$ cat src/sv/rbc_pkg.sv
// shared constants and types for the reorder buffer commit block
package rbc_pkg;

    localparam int KIND_W = 2;
    localparam int DEST_W = 5;
    localparam int DATA_W = 32;
    localparam int TAG_W  = 4;

    localparam logic [KIND_W-1:0] KIND_BRANCH = 2'd1;
    localparam logic [KIND_W-1:0] KIND_EXIT   = 2'd2;

    localparam logic [DATA_W-1:0] BRANCH_STEP = 32'd4;

    typedef struct packed {
        logic              valid;
        logic [KIND_W-1:0] kind;
        logic [DATA_W-1:0] value;
        logic [DATA_W-1:0] pc;
        logic [DATA_W-1:0] alt_pc;
    } t_head_entry;

    typedef struct packed {
        logic              taken;
        logic              mispredict;
        logic              exit_req;
        logic [DATA_W-1:0] branch_pc;
        logic [DATA_W-1:0] redirect_pc;
    } t_commit_res;

endpackage

$ cat src/sv/reorder_buffer_commit.sv
// reorder buffer with in-order commit, branch check and flush
//
// Usage: each input request is one processor cycle of the buffer: an optional
// allocation at the tail plus optional ALU and memory writebacks. Each request
// gives exactly one result: the allocation outcome and the head commit.
// Input channel: i_in_valid / o_in_stall; output channel: o_out_valid /
// i_out_stall. A request is taken when valid is high and stall is low.
// A request loads the input register when it is accepted; one pass of
// commit/allocate logic then loads the result register once the output side is
// free. Throughput: one request per cycle while the receiver does not stall;
// the buffer state is updated in the same cycle the result register loads, so
// the next request sees it.
// A mispredicted branch commit makes the following request a flush: all
// entries are dropped, its allocation and writebacks are discarded, and its
// result is all zero.
// Reset (synchronous, active low) empties the buffer and both registers.
// When the receiver stalls, the result holds; the input register still takes
// one more request, after which o_in_stall rises until the result moves on.
module reorder_buffer_commit #(
    parameter int BUFFER_DEPTH = 16
) (
    input  logic                    i_clk,
    input  logic                    i_rst_n,
    input  logic                    i_in_valid,
    output logic                    o_in_stall,
    input  logic                    i_alloc_valid,
    input  logic [rbc_pkg::KIND_W-1:0] i_alloc_kind,
    input  logic [rbc_pkg::DEST_W-1:0] i_alloc_dest,
    input  logic [rbc_pkg::DATA_W-1:0] i_alloc_pc,
    input  logic [rbc_pkg::DATA_W-1:0] i_alloc_alt_pc,
    input  logic                    i_alu_valid,
    input  logic [rbc_pkg::TAG_W-1:0]  i_alu_tag,
    input  logic [rbc_pkg::DATA_W-1:0] i_alu_value,
    input  logic                    i_mem_valid,
    input  logic [rbc_pkg::TAG_W-1:0]  i_mem_tag,
    input  logic [rbc_pkg::DATA_W-1:0] i_mem_value,
    output logic                    o_out_valid,
    input  logic                    i_out_stall,
    output logic [rbc_pkg::TAG_W-1:0]  o_alloc_index,
    output logic                    o_alloc_accepted,
    output logic                    o_commit_valid,
    output logic [rbc_pkg::KIND_W-1:0] o_commit_kind,
    output logic [rbc_pkg::DEST_W-1:0] o_commit_dest,
    output logic [rbc_pkg::DATA_W-1:0] o_commit_value,
    output logic [rbc_pkg::TAG_W-1:0]  o_commit_index,
    output logic [rbc_pkg::DATA_W-1:0] o_branch_pc,
    output logic                    o_branch_taken,
    output logic                    o_mispredict,
    output logic [rbc_pkg::DATA_W-1:0] o_redirect_pc,
    output logic                    o_exit_request
);
    import rbc_pkg::*;

    localparam int IW = $clog2(BUFFER_DEPTH);
    localparam int CW = $clog2(BUFFER_DEPTH + 1);

    // input register
    logic              r_s1_valid;
    logic              r_s1_alloc_valid;
    logic [KIND_W-1:0] r_s1_alloc_kind;
    logic [DEST_W-1:0] r_s1_alloc_dest;
    logic [DATA_W-1:0] r_s1_alloc_pc;
    logic [DATA_W-1:0] r_s1_alloc_alt_pc;
    logic              r_s1_alu_valid;
    logic [TAG_W-1:0]  r_s1_alu_tag;
    logic [DATA_W-1:0] r_s1_alu_value;
    logic              r_s1_mem_valid;
    logic [TAG_W-1:0]  r_s1_mem_tag;
    logic [DATA_W-1:0] r_s1_mem_value;

    // buffer state
    logic [KIND_W-1:0] r_kind   [BUFFER_DEPTH];
    logic [DEST_W-1:0] r_dest   [BUFFER_DEPTH];
    logic [DATA_W-1:0] r_value  [BUFFER_DEPTH];
    logic [DATA_W-1:0] r_pc     [BUFFER_DEPTH];
    logic [DATA_W-1:0] r_alt_pc [BUFFER_DEPTH];
    logic [BUFFER_DEPTH-1:0] r_done, n_done;
    logic [IW-1:0]     r_head, n_head;
    logic [IW-1:0]     r_tail, n_tail;
    logic [CW-1:0]     r_count, n_count;
    logic              r_flush, n_flush;

    // result register
    logic              r_out_valid;
    logic [TAG_W-1:0]  r_out_alloc_index, n_out_alloc_index;
    logic              r_out_alloc_accepted, n_out_alloc_accepted;
    logic              r_out_commit_valid, n_out_commit_valid;
    logic [KIND_W-1:0] r_out_commit_kind, n_out_commit_kind;
    logic [DEST_W-1:0] r_out_commit_dest, n_out_commit_dest;
    logic [DATA_W-1:0] r_out_commit_value, n_out_commit_value;
    logic [TAG_W-1:0]  r_out_commit_index, n_out_commit_index;
    t_commit_res       r_out_res, n_out_res;

    logic              advance;
    logic              in_accept;
    logic              commit;
    logic              alloc_ok;
    logic [BUFFER_DEPTH-1:0] alu_hit, mem_hit, alloc_hit;
    logic [31:0]       tail_wide, head_wide;
    t_head_entry       head_entry;
    t_commit_res       res;

    assign advance    = r_s1_valid && (!r_out_valid || !i_out_stall);
    assign o_in_stall = r_s1_valid && !advance;
    assign in_accept  = i_in_valid && !o_in_stall;

    always_ff @(posedge i_clk) begin
        if (!i_rst_n) begin
            r_s1_valid <= 1'b0;
        end else if (in_accept) begin
            r_s1_valid <= 1'b1;
        end else if (advance) begin
            r_s1_valid <= 1'b0;
        end
    end

    always_ff @(posedge i_clk) begin
        if (in_accept) begin
            r_s1_alloc_valid  <= i_alloc_valid;
            r_s1_alloc_kind   <= i_alloc_kind;
            r_s1_alloc_dest   <= i_alloc_dest;
            r_s1_alloc_pc     <= i_alloc_pc;
            r_s1_alloc_alt_pc <= i_alloc_alt_pc;
            r_s1_alu_valid    <= i_alu_valid;
            r_s1_alu_tag      <= i_alu_tag;
            r_s1_alu_value    <= i_alu_value;
            r_s1_mem_valid    <= i_mem_valid;
            r_s1_mem_tag      <= i_mem_tag;
            r_s1_mem_value    <= i_mem_value;
        end
    end

    assign commit   = (r_count != '0) && r_done[r_head];
    assign alloc_ok = r_s1_alloc_valid && (r_count < CW'(BUFFER_DEPTH));

    always_comb begin
        head_entry.valid  = commit && !r_flush;
        head_entry.kind   = r_kind[r_head];
        head_entry.value  = r_value[r_head];
        head_entry.pc     = r_pc[r_head];
        head_entry.alt_pc = r_alt_pc[r_head];
    end

    rbc_branch_check u_branch_check (
        .i_head (head_entry),
        .o_res  (res)
    );

    always_comb begin
        for (int i = 0; i < BUFFER_DEPTH; i++) begin
            // tags at or above the depth match no entry
            alu_hit[i]   = r_s1_alu_valid && (32'(r_s1_alu_tag) == 32'(i));
            mem_hit[i]   = r_s1_mem_valid && (32'(r_s1_mem_tag) == 32'(i));
            alloc_hit[i] = alloc_ok && (r_tail == IW'(i));
        end
    end

    always_comb begin
        tail_wide = 32'(r_tail);
        head_wide = 32'(r_head);

        n_head  = r_head;
        n_tail  = r_tail;
        n_count = r_count;
        n_flush = r_flush;
        n_done  = r_done;

        n_out_alloc_index    = '0;
        n_out_alloc_accepted = 1'b0;
        n_out_commit_valid   = 1'b0;
        n_out_commit_kind    = '0;
        n_out_commit_dest    = '0;
        n_out_commit_value   = '0;
        n_out_commit_index   = '0;
        n_out_res            = res;

        if (r_flush) begin
            n_head  = '0;
            n_tail  = '0;
            n_count = '0;
            n_flush = 1'b0;
            n_done  = '0;
        end else begin
            for (int i = 0; i < BUFFER_DEPTH; i++) begin
                if (alloc_hit[i]) begin
                    n_done[i] = 1'b0;
                end else if (alu_hit[i] || mem_hit[i]) begin
                    n_done[i] = 1'b1;
                end
            end
            if (commit) begin
                n_out_commit_valid = 1'b1;
                n_out_commit_kind  = r_kind[r_head];
                n_out_commit_dest  = r_dest[r_head];
                n_out_commit_value = r_value[r_head];
                n_out_commit_index = head_wide[TAG_W-1:0];
                n_head  = (r_head == IW'(BUFFER_DEPTH - 1)) ? '0 : r_head + 1'b1;
                n_flush = res.mispredict;
            end
            if (alloc_ok) begin
                n_out_alloc_index    = tail_wide[TAG_W-1:0];
                n_out_alloc_accepted = 1'b1;
                n_tail  = (r_tail == IW'(BUFFER_DEPTH - 1)) ? '0 : r_tail + 1'b1;
            end
            if (commit && !alloc_ok) begin
                n_count = r_count - 1'b1;
            end else if (alloc_ok && !commit) begin
                n_count = r_count + 1'b1;
            end
        end
    end

    always_ff @(posedge i_clk) begin
        if (!i_rst_n) begin
            r_head  <= '0;
            r_tail  <= '0;
            r_count <= '0;
            r_flush <= 1'b0;
            r_done  <= '0;
        end else if (advance) begin
            r_head  <= n_head;
            r_tail  <= n_tail;
            r_count <= n_count;
            r_flush <= n_flush;
            r_done  <= n_done;
        end
    end

    always_ff @(posedge i_clk) begin
        if (advance && !r_flush) begin
            for (int i = 0; i < BUFFER_DEPTH; i++) begin
                // memory writeback wins on equal tags
                if (mem_hit[i]) begin
                    r_value[i] <= r_s1_mem_value;
                end else if (alu_hit[i]) begin
                    r_value[i] <= r_s1_alu_value;
                end
                if (alloc_hit[i]) begin
                    r_kind[i]   <= r_s1_alloc_kind;
                    r_dest[i]   <= r_s1_alloc_dest;
                    r_pc[i]     <= r_s1_alloc_pc;
                    r_alt_pc[i] <= r_s1_alloc_alt_pc;
                end
            end
        end
    end

    always_ff @(posedge i_clk) begin
        if (!i_rst_n) begin
            r_out_valid <= 1'b0;
        end else if (advance) begin
            r_out_valid <= 1'b1;
        end else if (!i_out_stall) begin
            r_out_valid <= 1'b0;
        end
    end

    always_ff @(posedge i_clk) begin
        if (advance) begin
            r_out_alloc_index    <= n_out_alloc_index;
            r_out_alloc_accepted <= n_out_alloc_accepted;
            r_out_commit_valid   <= n_out_commit_valid;
            r_out_commit_kind    <= n_out_commit_kind;
            r_out_commit_dest    <= n_out_commit_dest;
            r_out_commit_value   <= n_out_commit_value;
            r_out_commit_index   <= n_out_commit_index;
            r_out_res            <= n_out_res;
        end
    end

    assign o_out_valid      = r_out_valid;
    assign o_alloc_index    = r_out_alloc_index;
    assign o_alloc_accepted = r_out_alloc_accepted;
    assign o_commit_valid   = r_out_commit_valid;
    assign o_commit_kind    = r_out_commit_kind;
    assign o_commit_dest    = r_out_commit_dest;
    assign o_commit_value   = r_out_commit_value;
    assign o_commit_index   = r_out_commit_index;
    assign o_branch_pc      = r_out_res.branch_pc;
    assign o_branch_taken   = r_out_res.taken;
    assign o_mispredict     = r_out_res.mispredict;
    assign o_redirect_pc    = r_out_res.redirect_pc;
    assign o_exit_request   = r_out_res.exit_req;

    a_count_bound: assert property (@(posedge i_clk) disable iff (!i_rst_n)
        r_count <= CW'(BUFFER_DEPTH))
        else $error("entry count beyond buffer depth");

    a_flush_empties: assert property (@(posedge i_clk) disable iff (!i_rst_n)
        advance && r_flush |=> r_count == '0 && r_done == '0 && !r_flush)
        else $error("flush did not empty the buffer");

    a_mispredict_arms_flush: assert property (@(posedge i_clk) disable iff (!i_rst_n)
        advance && res.mispredict |=> r_flush && o_out_valid && o_mispredict)
        else $error("mispredict did not schedule a flush");

    a_mispredict_is_branch: assert property (@(posedge i_clk) disable iff (!i_rst_n)
        o_out_valid && o_mispredict |-> o_commit_valid && o_commit_kind == KIND_BRANCH)
        else $error("mispredict without a committed branch");

endmodule

$ cat src/sv/rbc_branch_check.sv
// branch resolution and exit detection for the committing head entry
module rbc_branch_check (
    input  rbc_pkg::t_head_entry i_head,
    output rbc_pkg::t_commit_res o_res
);
    import rbc_pkg::*;

    logic [DATA_W-1:0] pc4;
    logic [DATA_W-1:0] guess;
    logic              br_commit;

    always_comb begin
        pc4       = i_head.pc + BRANCH_STEP;
        // the outcome that mispredicts: taken when the other path is not the fall-through
        guess     = (i_head.alt_pc != pc4) ? 32'd1 : 32'd0;
        br_commit = i_head.valid && (i_head.kind == KIND_BRANCH);

        o_res = '0;
        if (br_commit) begin
            o_res.branch_pc = i_head.pc;
            o_res.taken     = (i_head.value == 32'd1);
            if (i_head.value == guess) begin
                o_res.mispredict  = 1'b1;
                o_res.redirect_pc = i_head.alt_pc;
            end
        end
        o_res.exit_req = i_head.valid && (i_head.kind == KIND_EXIT);
    end

endmodule
$ cat config.mk
export PLATFORM = sky130hd
export DESIGN_NAME = reorder_buffer_commit
export DESIGN_NICKNAME = d
export VERILOG_FILES = /design/src/sv/rbc_pkg.sv /design/src/sv/reorder_buffer_commit.sv /design/src/sv/rbc_branch_check.sv
export SDC_FILE = /design/constraint.sdc
export NUM_CORES = 2
export LEC_CHECK = 0
export CAP_MARGIN = 20
export CELL_PAD_IN_SITES_DETAIL_PLACEMENT = 0
export CELL_PAD_IN_SITES_GLOBAL_PLACEMENT = 1
export CORE_MARGIN = 1
export CORE_UTILIZATION = 38
export DETAILED_ROUTE_END_ITERATION = 8
export DONT_BUFFER_PORTS = 1
export GPL_ROUTABILITY_DRIVEN = 0
export PLACE_DENSITY_LB_ADDON = 0.1
export SLEW_MARGIN = 20
export SYNTH_ARGS = -nofsm -noshare
export SYNTH_HDL_FRONTEND = slang
export SYNTH_SLANG_ARGS = --single-unit
$ cat constraint.sdc
create_clock -name i_clk -period 27.9 [get_ports i_clk]
set_clock_uncertainty 0.2 [all_clocks]
set_input_delay 1.395 -clock i_clk [delete_from_list [all_inputs] [get_ports i_clk]]
set_output_delay 1.395 -clock i_clk [all_outputs]
set_load 0.03 [all_outputs]
==> impl_metrics.yaml <==
outcome:
  outcome: "finished, final reports clean"
synth:
  yosys-top-cells-area: "edfxtp_1 71%, mux4_2 13%, mux2_2 7.2%, dfxtp_1 0.90%, clkbuf_1 0.71%"
  synthMuxAreaShare_pct: 20.8
  synth_top_family_by_area: "multiplexers"
  synth_xor_area_share_pct: 0.511
  synth_edf_count: 1910
  synthSimpleGateAreaFrac_pct: 3.00
  synth_nets: 4093
  synth_fa_ha_area_share_pct: 0.165
  async_flop_share_pct: 0
  synth_compound_gate_area_share_pct: 1.57
  ys_seq_area_share_pct: 72.1
  synth_top_area_cell: "edfxtp_1"
  synth_warnings: 0
  synth_seq_cells: 1946
  syn_area_um2: 80500
  syn_avg_cell_area_um2: 20.5
  yosysTopAreaCellShare_pct: 71.2
  synth.distinct_cells: 76
  synth_top_flop_cell: "edfxtp_1"
  synthCells: 3933
layout:
  regArea_um2: 58100
  design_area_um2: 90700
  fillers: 18130
  nets: 4151
  syn_to_final_growth_pct: 12.6
  multi_input_area_um2: 21300
  drive_gt1_share_pct: 35.1
  fin_cells: 6978
drt:
  wl_um: 237000
  wl_per_cell_um: 34.0
  ant_nets: 0
  dr.pass1.iters: 5
  vias: 39216
  viasPerCell: 5.62
  initialDrtViolationCount: 3519
  drc: 0
global_route:
  grt_pass1_vias: 40968
  grt_remaining_overflow: 0
  antenna_found_initial: 51
  groute.usage.overall_pct: 22.2
  grt_pass1_wl_um: 330000
  grt_start_max_net_pins: 110
placed_design:
  post_dp_cell_area_um2: 83800
  dp_hpwl_um: 126000
  place.port_buffers: 0
  dp_cells: 6582
sta:
  max_freq_ghz: 0.116
  max-slew-margin-rel_pct: 26.9
  final_max_slew_viol_count: 0
  worst_slew_pin_slew_ns: 1.09
  setup_viol: 0
  fin_crit_sh_pct: 30.8
  finalHoldViolCount: 0
  fin_tns_setup_ns: 0
  rsz0062_at_grt: "no"
  fin_crit_ns: 8.59
run:
  drv_cap: 0
clock_tree:
  cts_resized: 0
  cts_tree: "built"
  cts_root_buffer: "clkbuf_16"
  cts_setup_buffers: 0
  cts_buffer_depth: 3
  clk_pin_slew_ns: 0.06
  cts.sinks: 1946
  h-tree-depth: 4
  clock_latency_ns: 0.85
  ctsHoldBuffers: 0
  cts_buffers: 212
setup_path:
  r2r_cells: 18
  start_kind: "flop"
  path_max_fanout: 43
  crit_type: "reg2reg"
  end_kind: "flop"
  required_ns: 28.38
  crit_arrival_ns: 9.07
power_and_ir_drop:
  ir_drop_mv: 0.0596
  p_leak_nw: 27.8
  powerDensity_nw_per_um2: 68.4
  total_power_w: 0.00620
die:
  core_um2: 210000
  dieArea_um2: 214000
  die_h_um: 462
  start_util_pct: 38.3
  die_w_um: 462
  num_io_pins: 268
  num_rows: 168
worst_hold_path:
  hp-class: "reg2reg"
  whs_path_depth: 2
==> cells in the final DEF (no fill, tap or decap), drive strengths merged, types with 17 or more instances in the layout <==
cell	count
edfxtp	1910
mux2	517
mux4	467
clkbuf	276
nand2	130
buf	112
clkinv	87
and2	80
nor2	50
a21oi	44
a22oi	43
dfxtp	36
mux2i	35
nand3	35
xnor2	34
nor2b	34
nor3	30
bufinv	19
o21ai	19
nand4	18
inv	17
==> cells by family (layout without fill, tap and decap cells) <==
| kind of cell | count (synthesis) | after routing |
|---|---|---|
| buffers and inverters | 281 | 515 |
| adders and majority gates | 10 | 10 |
| AOI/OAI and AO/OA | 176 | 176 |
| muxes | 1019 | 1019 |
| xor gates and xnor gates | 47 | 47 |
| and+or+nand+nor | 454 | 454 |
| other | 0 | 6 |
| DFF | 1946 | 1946 |
==> through the flow <==
step | hold slack (ns) | worst slack (ns) | util [%]
6_report | 0.249 | 19.31 | 43.2
5_1_grt | 0.275 | 18.52 | 43.2
4_1_cts | 0.247 | 19.06 | 43.2
3_5_place_dp | 0.238 | 19.09 | 39.9
3_3_place_gp | 0.238 | 19.12 | 39.9
2_1_floorplan | 0.220 | 16.30 | -
==> worst max-delay path, stage by stage, from the launching register on <==
cell      delay [ns]
dfxtp_4         0.82
buf_4           0.74
buf_4           0.81
buf_4           0.84
mux4_2          0.37
nand2_1         0.05
and4_1          0.28
inv_1           0.11
ha_1            0.29
inv_1           0.09
nor3_1          0.68
and3_1          0.26
and3_1          0.20
mux2_2          0.34
a21boi_1        0.13
a2111o_1        0.43
or4_1           0.47
a21oi_4         0.88
a21boi_1        0.24
==> final cells by class <==
| type | count | area share [%] |
|---|---|---|
| Inverter | 13 | 0.0649 |
| Multi-Input combinational cell | 1706 | 23.4 |
| Sequential cell | 1946 | 64.1 |
| Tap cell | 2805 | 3.87 |
| Timing Repair Buffer | 112 | 0.996 |
| Clock buffer | 276 | 6.26 |
| Clock inverter | 114 | 1.29 |
| Antenna cell | 6 | 0.0166 |
==> registers in the layout, summed over array words and instances, names as in the netlist, 5 cells and up, named ones only <==
| signal | flops |
|---|---|
| r_s1_mem_value | 32 |
| r_done | 16 |
| r_kind | 32 |
| r_s1_alloc_dest | 5 |
| r_dest | 80 |
| o_commit_dest | 5 |
| o_branch_pc | 32 |
| r_s1_alloc_pc | 32 |
| r_alt_pc | 512 |
| r_pc | 512 |
| r_value | 512 |
| r_s1_alloc_alt_pc | 32 |
| r_count | 5 |
| o_redirect_pc | 32 |
| r_s1_alu_value | 32 |
| o_commit_value | 32 |
==> synthesized netlist by cell type (11+ instances only) <==
| cell | n |
|---|---|
| xor2_1 | 13 |
| edfxtp_1 | 1910 |
| and2_1 | 79 |
| buf_1 | 32 |
| xnor2_1 | 34 |
| nand4_1 | 17 |
| o221a_2 | 14 |
| mux4_2 | 459 |
| a21oi_1 | 43 |
| o21ai_0 | 15 |
| dfxtp_1 | 36 |
| nand3_1 | 35 |
| buf_2 | 31 |
| inv_1 | 12 |
| nand2_1 | 130 |
| nor4_1 | 13 |
| nor2b_1 | 33 |
| mux2i_1 | 35 |
| buf_6 | 29 |
| nor2_1 | 50 |
| mux2_2 | 516 |
| nor3_1 | 29 |
| clkbuf_1 | 153 |
| a22oi_1 | 43 |
| buf_4 | 16 |
| and3_1 | 16 |
| a221oi_1 | 11 |
==> worst paths after layout <==
check             from                to  slack, ns
max               flop  o_redirect_pc[2]      19.31
min          r_done[3]         r_done[3]       0.25
max reg2reg       flop  o_redirect_pc[2]      19.31
min reg2reg  r_done[3]         r_done[3]       0.25
==> layer usage <==
layer,wire length [um],vias to the layer above,global-route usage (%)
li1,-,16371,-
met1,102000,21281,30.0
met2,118000,1151,37.4
met3,12500,381,3.81
met4,4950,32,5.10
met5,187,-,0
==> report_power, final <==
part | total [W] | switching [W] | leakage, nW | internal [W]
Sequential | 0.00332 | 0.0000740 | 17.6 | 0.00325
Combinational | 0.000104 | 0.0000576 | 6.85 | 0.0000463
Clock | 0.00278 | 0.00117 | 3.32 | 0.00161
Total | 0.00620 | 0.00131 | 27.8 | 0.00490
No activity file was read; power rests on OpenSTA's default activity.
